$ cat src/rtl/core/swcrc_pkg.sv
`default_nettype none
// ----------------------------------------------------------------------------
// swcrc_pkg
// Shared types, constants and the CRC-8 step for the sensor word checker.
// ----------------------------------------------------------------------------
package swcrc_pkg;

   // response kinds held in the configuration register
   localparam logic [1:0] KIND_VERSION     = 2'd0;
   localparam logic [1:0] KIND_SERIAL      = 2'd1;
   localparam logic [1:0] KIND_BASELINE    = 2'd2;
   localparam logic [1:0] KIND_MEASUREMENT = 2'd3;

   localparam logic [7:0] CRC_POLY = 8'h31;
   localparam logic [7:0] CRC_INIT = 8'hFF;

   // score constants: offset, span and rounding half of 128/23 and 1024/11
   localparam logic [15:0] CO2_OFFSET = 16'd400;
   localparam logic [15:0] CO2_SPAN   = 16'd4600;
   localparam logic [15:0] VOC_OFFSET = 16'd50;
   localparam logic [15:0] VOC_SPAN   = 16'd275;
   localparam logic [26:0] CO2_HALF   = 27'd11;
   localparam logic [26:0] VOC_HALF   = 27'd5;

   // reciprocals: floor(p*R >> s) equals p/d for the dividend ranges used
   localparam logic [27:0] CO2_RECIP  = 28'd23342214;   // 2^29/23 rounded up
   localparam logic [27:0] VOC_RECIP  = 28'd195225787;  // 2^31/11 rounded up

   // one checked word as it travels from front to back
   typedef struct packed {
      logic [15:0] word_value;
      logic        crc_ok;
      logic [1:0]  word_index;
      logic        last_word;
      logic        frame_ok;
      logic [47:0] combined_value;
      logic        score_en;
      logic        score_voc;
   } word_rec_type;

   function automatic logic [7:0] crc8_update(input logic [7:0] c, input logic [7:0] b);
      logic [7:0] r;
      r = c ^ b;
      for (int k = 0; k < 8; k++) begin
         if (r[7]) begin
            r = {r[6:0], 1'b0} ^ CRC_POLY;
         end else begin
            r = {r[6:0], 1'b0};
         end
      end
      return r;
   endfunction

   function automatic logic [1:0] words_of_kind(input logic [1:0] kind);
      logic [1:0] n;
      case (kind)
         KIND_VERSION:  n = 2'd1;
         KIND_SERIAL:   n = 2'd3;
         KIND_BASELINE: n = 2'd2;
         default:       n = 2'd2;
      endcase
      return n;
   endfunction

endpackage
`default_nettype wire

$ cat src/rtl/core/swcrc_front.sv
`default_nettype none
// ----------------------------------------------------------------------------
// swcrc_front
// Byte assembler and CRC-8 check; emits one word record per CRC byte.
// ----------------------------------------------------------------------------
module swcrc_front (
   input  wire                    clock,
   input  wire                    reset,
   input  wire                    req_valid,
   output logic                   req_ready,
   input  wire  [7:0]             req_data_byte,
   input  wire                    req_frame_start,
   input  wire                    csr_we,
   input  wire  [1:0]             csr_wdata,
   input  wire                    queue_full,
   output logic                   push,
   output swcrc_pkg::word_rec_type rec
);
   import swcrc_pkg::*;

   localparam logic [1:0] POS_MSB = 2'd0;
   localparam logic [1:0] POS_LSB = 2'd1;
   localparam logic [1:0] POS_CRC = 2'd2;

   logic [1:0]  kind_ff, kind_in;
   logic [1:0]  pos_ff, pos_in;
   logic [1:0]  cnt_ff, cnt_in;
   logic [7:0]  crc_ff, crc_in;
   logic [7:0]  high_ff, high_in;
   logic [7:0]  low_ff, low_in;
   logic [47:0] asm_ff, asm_in;
   logic        good_ff, good_in;

   logic        fire;
   logic [1:0]  pos_e, cnt_e;
   logic [7:0]  crc_e;
   logic [47:0] asm_e, asm_new;
   logic        good_e;
   logic [15:0] word;
   logic        ok, fok, last;

   assign req_ready = !queue_full;
   assign fire      = req_valid && req_ready;

   // frame start clears frame state before the byte is taken
   assign pos_e  = req_frame_start ? POS_MSB  : pos_ff;
   assign cnt_e  = req_frame_start ? 2'd0     : cnt_ff;
   assign crc_e  = req_frame_start ? CRC_INIT : crc_ff;
   assign asm_e  = req_frame_start ? 48'd0    : asm_ff;
   assign good_e = req_frame_start ? 1'b1     : good_ff;

   assign word = {high_ff, low_ff};
   assign ok   = (crc_e == req_data_byte);
   assign fok  = good_e && ok;
   assign last = ({1'b0, cnt_e} + 3'd1) >= {1'b0, words_of_kind(kind_ff)};

   always_comb begin
      case (cnt_e)
         2'd0:    asm_new = asm_e | {32'd0, word};
         2'd1:    asm_new = asm_e | {16'd0, word, 16'd0};
         2'd2:    asm_new = asm_e | {word, 32'd0};
         default: asm_new = asm_e;
      endcase
   end

   always_comb begin
      rec.word_value     = word;
      rec.crc_ok         = ok;
      rec.word_index     = cnt_e;
      rec.last_word      = last;
      rec.frame_ok       = fok;
      rec.combined_value = (last && kind_ff != KIND_MEASUREMENT) ? asm_new : 48'd0;
      rec.score_en       = (kind_ff == KIND_MEASUREMENT) && (cnt_e != 2'd2)
                           && (cnt_e != 2'd3);
      rec.score_voc      = (cnt_e == 2'd1);
   end

   always_comb begin
      kind_in = csr_we ? csr_wdata : kind_ff;
      pos_in  = pos_ff;
      cnt_in  = cnt_ff;
      crc_in  = crc_ff;
      high_in = high_ff;
      low_in  = low_ff;
      asm_in  = asm_ff;
      good_in = good_ff;
      push    = 1'b0;
      if (fire) begin
         cnt_in  = cnt_e;
         asm_in  = asm_e;
         good_in = good_e;
         case (pos_e)
            POS_MSB: begin
               high_in = req_data_byte;
               crc_in  = crc8_update(crc_e, req_data_byte);
               pos_in  = POS_LSB;
            end
            POS_LSB: begin
               low_in = req_data_byte;
               crc_in = crc8_update(crc_e, req_data_byte);
               pos_in = POS_CRC;
            end
            default: begin
               push   = 1'b1;
               pos_in = POS_MSB;
               crc_in = CRC_INIT;
               if (last) begin
                  cnt_in  = 2'd0;
                  asm_in  = 48'd0;
                  good_in = 1'b1;
               end else begin
                  cnt_in  = cnt_e + 2'd1;
                  asm_in  = asm_new;
                  good_in = fok;
               end
            end
         endcase
      end
   end

   always_ff @(posedge clock) begin
      if (reset) begin
         kind_ff <= KIND_MEASUREMENT;
         pos_ff  <= POS_MSB;
         cnt_ff  <= 2'd0;
         crc_ff  <= CRC_INIT;
         asm_ff  <= 48'd0;
         good_ff <= 1'b1;
      end else begin
         kind_ff <= kind_in;
         pos_ff  <= pos_in;
         cnt_ff  <= cnt_in;
         crc_ff  <= crc_in;
         asm_ff  <= asm_in;
         good_ff <= good_in;
      end
   end

   always_ff @(posedge clock) begin
      high_ff <= high_in;
      low_ff  <= low_in;
   end

   a_msb_then_lsb: assert property (@(posedge clock) disable iff (reset)
      fire && pos_e == POS_MSB |=> pos_ff == POS_LSB)
      else $error("msb beat did not advance to lsb");

   a_word_rearms_crc: assert property (@(posedge clock) disable iff (reset)
      push |=> pos_ff == POS_MSB && crc_ff == CRC_INIT)
      else $error("crc not re-armed after word");

   a_last_clears_frame: assert property (@(posedge clock) disable iff (reset)
      push && rec.last_word |=> cnt_ff == 2'd0 && good_ff && asm_ff == 48'd0)
      else $error("frame state not cleared after last word");

endmodule
`default_nettype wire

$ cat config.mk
export PLATFORM = sky130hd
export DESIGN_NAME = swcrc_front
export DESIGN_NICKNAME = d
export VERILOG_FILES = /design/src/rtl/core/swcrc_pkg.sv /design/src/rtl/core/swcrc_front.sv
export SDC_FILE = /design/constraint.sdc
export NUM_CORES = 1
export LEC_CHECK = 0
export BUFFER_PORTS_ARGS = -buffer_cell sky130_fd_sc_hd__buf_2
export CAP_MARGIN = 20
export CELL_PAD_IN_SITES_DETAIL_PLACEMENT = 1
export CELL_PAD_IN_SITES_GLOBAL_PLACEMENT = 1
export CORE_MARGIN = 2
export CORE_UTILIZATION = 44
export CTS_CLUSTER_DIAMETER = 60
export DETAILED_ROUTE_END_ITERATION = 8
export GPL_TIMING_DRIVEN = 0
export PLACE_DENSITY_LB_ADDON = 0.1
export SLEW_MARGIN = 10
export SYNTH_ARGS = -nofsm -noshare
export SYNTH_HDL_FRONTEND = slang
export SYNTH_SLANG_ARGS = --single-unit
$ cat constraint.sdc
create_clock -name clock -period 7.9 [get_ports clock]
set_input_delay 1.185 -clock clock [delete_from_list [all_inputs] [get_ports clock]]
set_output_delay 1.185 -clock clock [all_outputs]
set_load 0.02 [all_outputs]
After elaboration in Yosys (flattened, before gate mapping)
Index checks and enable logic that the tools add are counted.

Register bits: 79. Bits in latches: 0. Memory bits (writable): 0. ROM bits: 0. Memories kept: 0.

Add/sub/neg operators: 2. Multipliers: 0. Div/mod/pow operators: 0. $lt $le $gt $ge: 1. Eq/ne operators: 9. Shift-type cells: 0. Muxes and demuxes: 61. Bitwise operators: 19. Reductions and logical operators: 12.

Operators by type and width (number): two-way mux 8 bit (29); two-way mux 48 bit (4); case mux 48 bit (3 select lines) (1); two-way mux 6 bit (15); bitwise OR 48 x 16 -> 48 bit (1); bitwise OR 48 x 32 -> 48 bit (1); bitwise OR 48 bit (1); inverter 3 bit (15); case mux 8 bit (2 select lines) (1); equality test 8 bit (1); two-way mux 2 bit (4); case mux 2 bit (2 select lines) (2); XOR 8 bit (1); equality test 2 x 1 -> 1 bit, second input constant (3); logical NOT 2 bit (3); inequality test 2 bit, second input constant (3); logical AND 1 bit (5); two-way mux 1 bit (5); equality test 2 bit, second input constant (2); AND reduction 2 bit (2); adder 2 x 1 -> 3 bit, second input constant (1); >= comparator 3 x 2 -> 1 bit (1); adder 2 x 1 -> 2 bit, second input constant (1); OR reduction 2 bit (1); logical NOT 1 bit (1).

Depth between registers and ports, before layout
Gate-level depths: netlist (run 1).

Word-level depth: 33. Depth in mapped cells: 12.

Least setup slack after synthesis (run 1)
Ideal clock, no wire load.

Path kind: input-to-output. From: input req_frame_start. To: output rec[30] (netlist bit). Data arrival time: 3.685 ns. Setup slack: 3.030 ns. Stages: 10. Path buffers: 4. Cell sequence: buf_4 clkbuf_1 nand2b_1 inv_1 fa_1 a31o_2 nand2_1 clkbuf_1 clkbuf_1 nor3_1.

RTL lines: start, declared (RTL line swcrc_front.sv:12) `input wire req_frame_start,`; end, declared (RTL line swcrc_front.sv:17) `output swcrc_pkg::word_rec_type rec`.

==> impl_metrics.json, run 1 <==
{
  "route.detailed.drc": 0,
  "hold_slack_ns": 0.504,
  "skew_ns": 0.0150,
  "hold_viol": 0,
  "cp-startpoint": "req_frame_start",
  "slew_headroom_pct": 34.9,
  "p_leak_nw": 2.26,
  "cts_buffer_depth": 2,
  "area_growth_syn_to_layout_pct": 17.4,
  "die_h_microns": 106,
  "dp_slack_ns": 2.20,
  "cts_resized": 0,
  "drive_above_1_share_pct": 20.2,
  "fin_area_sq_um": 5350,
  "cts_tree": "done",
  "crit_path_end": "rec[46]",
  "drt-total-wl_microns": 16000,
  "coreArea_sq_um": 10200,
  "wl_per_cell_microns": 19.8,
  "firstDrtPassIters": 5,
  "fin_util_pct": 52.5,
  "crit_path_max_fanout": 10,
  "rsz0062_at_grt": "false",
  "cpMaxStageDelayCell": "fa_1",
  "vdd_ir_drop_max_v": 0.0000980,
  "numCtsBuffers": 9,
  "drt_iter0_markers": 249,
  "avgSynthCellArea_sq_um": 8.00,
  "r2r_end": "asm_ff[44]",
  "timing.rr.start": "cnt_ff[0]",
  "use_met3_pct": 4.14,
  "dieWidth_microns": 106,
  "powerDensity_nw_per_um2": 158,
  "tightest_slew_ns": 0.973,
  "worstPathCellList": "buf_2 > buf_4 > clkbuf_1 > nand2b_1 > inv_1 > fa_1 > a31o_2 > nand2_1 > clkbuf_1 > clkbuf_1 > nor3_1 > buf_2",
  "setup_violations": 0,
  "io_buffers": 87,
  "busiest_layer": "met2",
  "ys_async_sr_fraction_pct": 0,
  "diodes": 0,
  "slew_viol_final": 0,
  "route.vias.total": 4591,
  "grt_pass1_vias": 4788,
  "viasPerCell": 5.68,
  "antenna_found_initial": 0,
  "syn_area_sq_um": 4550,
  "clock_sinks": 79,
  "n_fill_cell": 1298,
  "grt-ovfl-total": 0,
  "grt_pass1_wl_microns": 26000,
  "met1_usage_pct": 40.2,
  "period_needed_ns": 5.76,
  "cts_root_buffer": "clkbuf_8",
  "path_depth": 12,
  "synth.distinct_cells": 46,
  "fin_crit_sh_pct": 72.9,
  "rows": 37,
  "clk_pin_slew_ns": 0.08,
  "syn_inst": 569,
  "start_kind": "input port",
  "grt_max_degree": 17,
  "fin_total_pwr_uw": 848,
  "ios": 89,
  "grt_util_met2_pct": 49.3,
  "setup_slack_ns": 2.14,
  "crit_top_cell": "clkbuf_1",
  "hold_path_class": "reg2reg",
  "synth_nets": 592,
  "critPathCaptureType": "primary output",
  "gp_congestion": 0.848,
  "fmax_mhz": 174,
  "cts_hold_buf": 0,
  "rr_worst_depth": 9,
  "nets": 690,
  "seq_area_frac_synth_pct": 38.3,
  "grtUsageTotal_pct": 30.0,
  "final_cells": 808,
  "r2r_setup_slack_ns": 5.09,
  "yosys_most_used_dff": "dfxtp_1",
  "maxCapViolations": 0,
  "dp_cells": 792,
  "critical-path-top-delay-family": "buffers and inverters",
  "tns_ns": 0,
  "fp.dieArea_sq_um": 11200,
  "hpwl_microns": 11800,
  "synth-edff-count": 16,
  "cp_slowest_stage_delay_ns": 0.51,
  "critPathRequiredTime_ns": 6.71,
  "ys_warn_count": 0,
  "postSynthRegisterBits": 79,
  "critPathKind": "in2out",
  "cp_num_buf_inv": 7,
  "worst_ep_arrival_time_ns": 4.58,
  "cts_max_level": 3,
  "post_cts_buffers": 0,
  "clk_latency_ns": 0.37,
  "outcome": "finished, final reports clean",
  "dpl_cell_area_sq_um": 5160,
  "drtAntennaViolNets": 0,
  "initial_utilization_pct": 44.7
}
-- worst min-delay path: stages, from the launching register on --
cell,delay (ns)
dfxtp_1,0.33
a22oi_1,0.07
nor2_1,0.07
-- cell usage in the layout (no fill, tap or decap), types with 13 or more instances in the layout --
master    count
nor2_1      111
dfxtp_1      63
edfxtp_1     16
nand2_1      13
nor2b_1      65
clkbuf_1     32
a21oi_1      55
buf_2        98
a22oi_1      48
nor3_1       59
-- cells by family after synthesis --
family | Yosys count | synth area share [%]
AND/OR/NAND/NOR | 272 | 29.3
AO/OA/AOI/OAI | 122 | 17.2
adder cells (fa/ha/maj) | 7 | 2.09
buffers and inverters | 62 | 6.24
flip-flops | 79 | 38.3
multiplexers | 3 | 0.660
XOR/XNOR | 24 | 6.18
-- cell type report --
cell class | instances | area [sq um] | area share (%)
flip-flops and latches | 79 | 1740 | 32.6
clock inverters | 7 | 60.1 | 1.12
multi-input cells | 428 | 2530 | 47.4
repair buffers | 87 | 435 | 8.14
clock buffers | 9 | 124 | 2.32
well taps | 136 | 170 | 3.18
inverters | 8 | 30.0 | 0.562
plain buffers | 54 | 254 | 4.75
-- metal layers --
layer	wire (microns)	part of all wire [%]
met1	7090	44
met2	7720	48
met3	763	4.8
met4	402	2.5
met5	0	0
-- cells in the mapped netlist, types with 6 or more instances --
cell type / number / share of area [%]
nor2b_1: 65 / 8.9
xnor2_1: 11 / 2.1
nor3_1: 60 / 6.6
inv_1: 8 / 0.66
buf_2: 11 / 1.2
ha_1: 6 / 1.6
xor2_1: 6 / 1.2
nor2_1: 111 / 9.2
edfxtp_1: 16 / 11
clkbuf_1: 32 / 2.6
dfxtp_1: 63 / 28
a22oi_1: 48 / 7.9
nand2_1: 13 / 1.1
a21oi_1: 55 / 6.0
buf_4: 10 / 1.6
-- flip-flops by register name, summed over array words and instances (netlist names) --
signal   cells
asm_ff      48
crc_ff       8
high_ff      8
low_ff       8
cnt_ff       2
kind_ff      2
pos_ff       2
good_ff      1
-- how the worst min path moves through the flow --
stage               cells after the start  slack (ns)       start          to
floorplan                               2        0.46  kind_ff[0]  kind_ff[0]
global placement                        2        0.48   asm_ff[0]   asm_ff[0]
detailed placement                      2        0.49  asm_ff[19]  asm_ff[19]
CTS                                     2        0.51   asm_ff[4]   asm_ff[4]
global route                            2        0.53  asm_ff[19]  asm_ff[19]
finish                                  2        0.50   asm_ff[4]   asm_ff[4]
-- power by group --
part           switching [mW]  internal [mW]  total (mW)  leakage [nW]
logic                  0.0739         0.0490       0.123          1.51
clock network           0.175          0.121       0.296        0.0969
registers             0.00902          0.420       0.429         0.656
Power figures use the tool's default switching activity.
==> inputs of run 2 (changes only) <==
--- a/config.mk
+++ b/config.mk
@@ -10,7 +10,7 @@
 export CELL_PAD_IN_SITES_DETAIL_PLACEMENT = 1
 export CELL_PAD_IN_SITES_GLOBAL_PLACEMENT = 1
 export CORE_MARGIN = 2
-export CORE_UTILIZATION = 44
+export CORE_UTILIZATION = 41
 export CTS_CLUSTER_DIAMETER = 60
 export DETAILED_ROUTE_END_ITERATION = 8
 export GPL_TIMING_DRIVEN = 0
==> constraint.sdc (replaced) <==
create_clock -name clock -period 6 [get_ports clock]
set_input_delay 0.9 -clock clock [delete_from_list [all_inputs] [get_ports clock]]
set_output_delay 0.9 -clock clock [all_outputs]
set_load 0.02 [all_outputs]
==> run 2 against run 1 <==
Compared with the run above: register-to-register slack worse by 1.8 ns; non-clock buffer count unchanged; highest routed layer unchanged; largest cell class unchanged; via count shrank 1.3%; routed wire length increased by 1.3%.
==> impl_metrics.json, run 2 (same netlist as run 1, synthesis figures left out) <==
{
  "cts_max_level": 3,
  "clk_latency_ns": 0.37,
  "grtUsageTotal_pct": 28.0,
  "gp_congestion": 0.831,
  "hpwl_microns": 11900,
  "tightest_slew_ns": 0.896,
  "fp.dieArea_sq_um": 12000,
  "powerDensity_nw_per_um2": 221,
  "critical-path-top-delay-family": "buffers and inverters",
  "r2r_setup_slack_ns": 3.24,
  "rsz0062_at_grt": "false",
  "cts_root_buffer": "clkbuf_8",
  "drt_iter0_markers": 220,
  "critPathRequiredTime_ns": 5.10,
  "setup_slack_ns": 0.879,
  "cts_tree": "done",
  "drive_above_1_share_pct": 20.2,
  "drtAntennaViolNets": 0,
  "grt_max_degree": 14,
  "diodes": 0,
  "hold_viol": 0,
  "cts_buffer_depth": 2,
  "final_cells": 812,
  "vdd_ir_drop_max_v": 0.000128,
  "cts_hold_buf": 0,
  "dpl_cell_area_sq_um": 5170,
  "n_fill_cell": 1368,
  "worst_ep_arrival_time_ns": 4.22,
  "clock_sinks": 79,
  "crit_path_max_fanout": 10,
  "grt-ovfl-total": 0,
  "dp_slack_ns": 0.870,
  "clk_pin_slew_ns": 0.09,
  "fmax_mhz": 195,
  "multiInputGateArea_sq_um": 2530,
  "period_needed_ns": 5.12,
  "area_growth_syn_to_layout_pct": 18.6,
  "slew_viol_final": 0,
  "outcome": "finished, final reports clean",
  "critPathKind": "in2out",
  "p_leak_nw": 2.28,
  "largest_register": "asm_ff",
  "antenna_found_initial": 0,
  "fin_util_pct": 49.8,
  "slew_headroom_pct": 40.1,
  "crit_top_cell": "clkbuf_1",
  "cp_num_buf_inv": 7,
  "hold_path_class": "reg2reg",
  "final_common_cell": "nor2_1",
  "wl_per_cell_microns": 19.9,
  "grt_pass1_wl_microns": 24900,
  "dieWidth_microns": 109,
  "numCtsBuffers": 9,
  "route.detailed.drc": 0,
  "regArea_sq_um": 1740,
  "start_kind": "input port",
  "layout_common_cells": "111 x nor2_1, 98 x buf_2, 65 x nor2b_1",
  "skew_ns": 0.00902,
  "die_h_microns": 109,
  "hold_slack_ns": 0.507,
  "initial_utilization_pct": 42.0,
  "rows": 38,
  "grt_pass1_vias": 4611,
  "fin_area_sq_um": 5400,
  "largest_reg_flops": 48,
  "maxCapViolations": 0,
  "viasPerCell": 5.58,
  "fin_total_pwr_mw": 1.20,
  "coreArea_sq_um": 10800,
  "io_buffers": 87,
  "drt-total-wl_microns": 16200,
  "tns_ns": 0,
  "fin_crit_sh_pct": 85.3,
  "firstDrtPassIters": 4,
  "ios": 89,
  "route.vias.total": 4533,
  "dp_cells": 796,
  "setup_violations": 0,
  "cpMaxStageDelayCell": "fa_1",
  "critPathCaptureType": "primary output",
  "cp_slowest_stage_delay_ns": 0.50,
  "cts_resized": 0,
  "worstPathCellList": "buf_2 > buf_4 > clkbuf_1 > nand2b_1 > inv_1 > fa_1 > a31o_2 > nand2_1 > clkbuf_1 > clkbuf_1 > nor3_1 > buf_2",
  "nets": 690,
  "post_cts_buffers": 0
}
[run 2: cell types whose count changed in the layout (fill, tap and decap cells not counted), sizes merged]
| cell | previous run | this run |
|---|---|---|
| bufinv | 0 | 2 |
| clkbuf | 41 | 43 |
| clkinvlp | 0 | 1 |
| clkinv | 2 | 1 |
| inv | 13 | 9 |
[run 2: layout make-up]
class	instances	area share [%]
well taps	140	3.24
flip-flops and latches	79	32.3
plain buffers	54	4.70
multi-input cells	428	46.9
inverters	8	0.556
repair buffers	87	8.06
clock inverters	5	1.46
clock buffers	11	2.80
[run 2: final timing paths]
kind              depth (start not counted)          to       startpoint
hold / removal                            2  asm_ff[26]       asm_ff[26]
hold reg to reg                           2  asm_ff[26]       asm_ff[26]
setup / recovery                         12     rec[47]  req_frame_start
setup reg to reg                          9     good_ff        cnt_ff[0]
[run 2: layer usage]
metal,vias up,global-route usage (%),wire (microns)
met2,118,48.7,7960
met3,35,3.50,701
met4,0,14.1,571
met1,2222,33.8,6950
met5,-,0,0
li1,2158,-,-
[run 2: where the power goes]
part	total (mW)	leakage (nW)	switching, mW	internal, mW
registers	0.563	0.656	0.0106	0.552
clock network	0.469	0.116	0.212	0.257
logic	0.163	1.51	0.0988	0.0646
total	1.20	2.28	0.322	0.874
[run 2: worst min-delay path, cell delays in order, from the launching register on]
cell and delay (ns):
dfxtp_1 0.33, a22oi_1 0.08, nor2_1 0.07
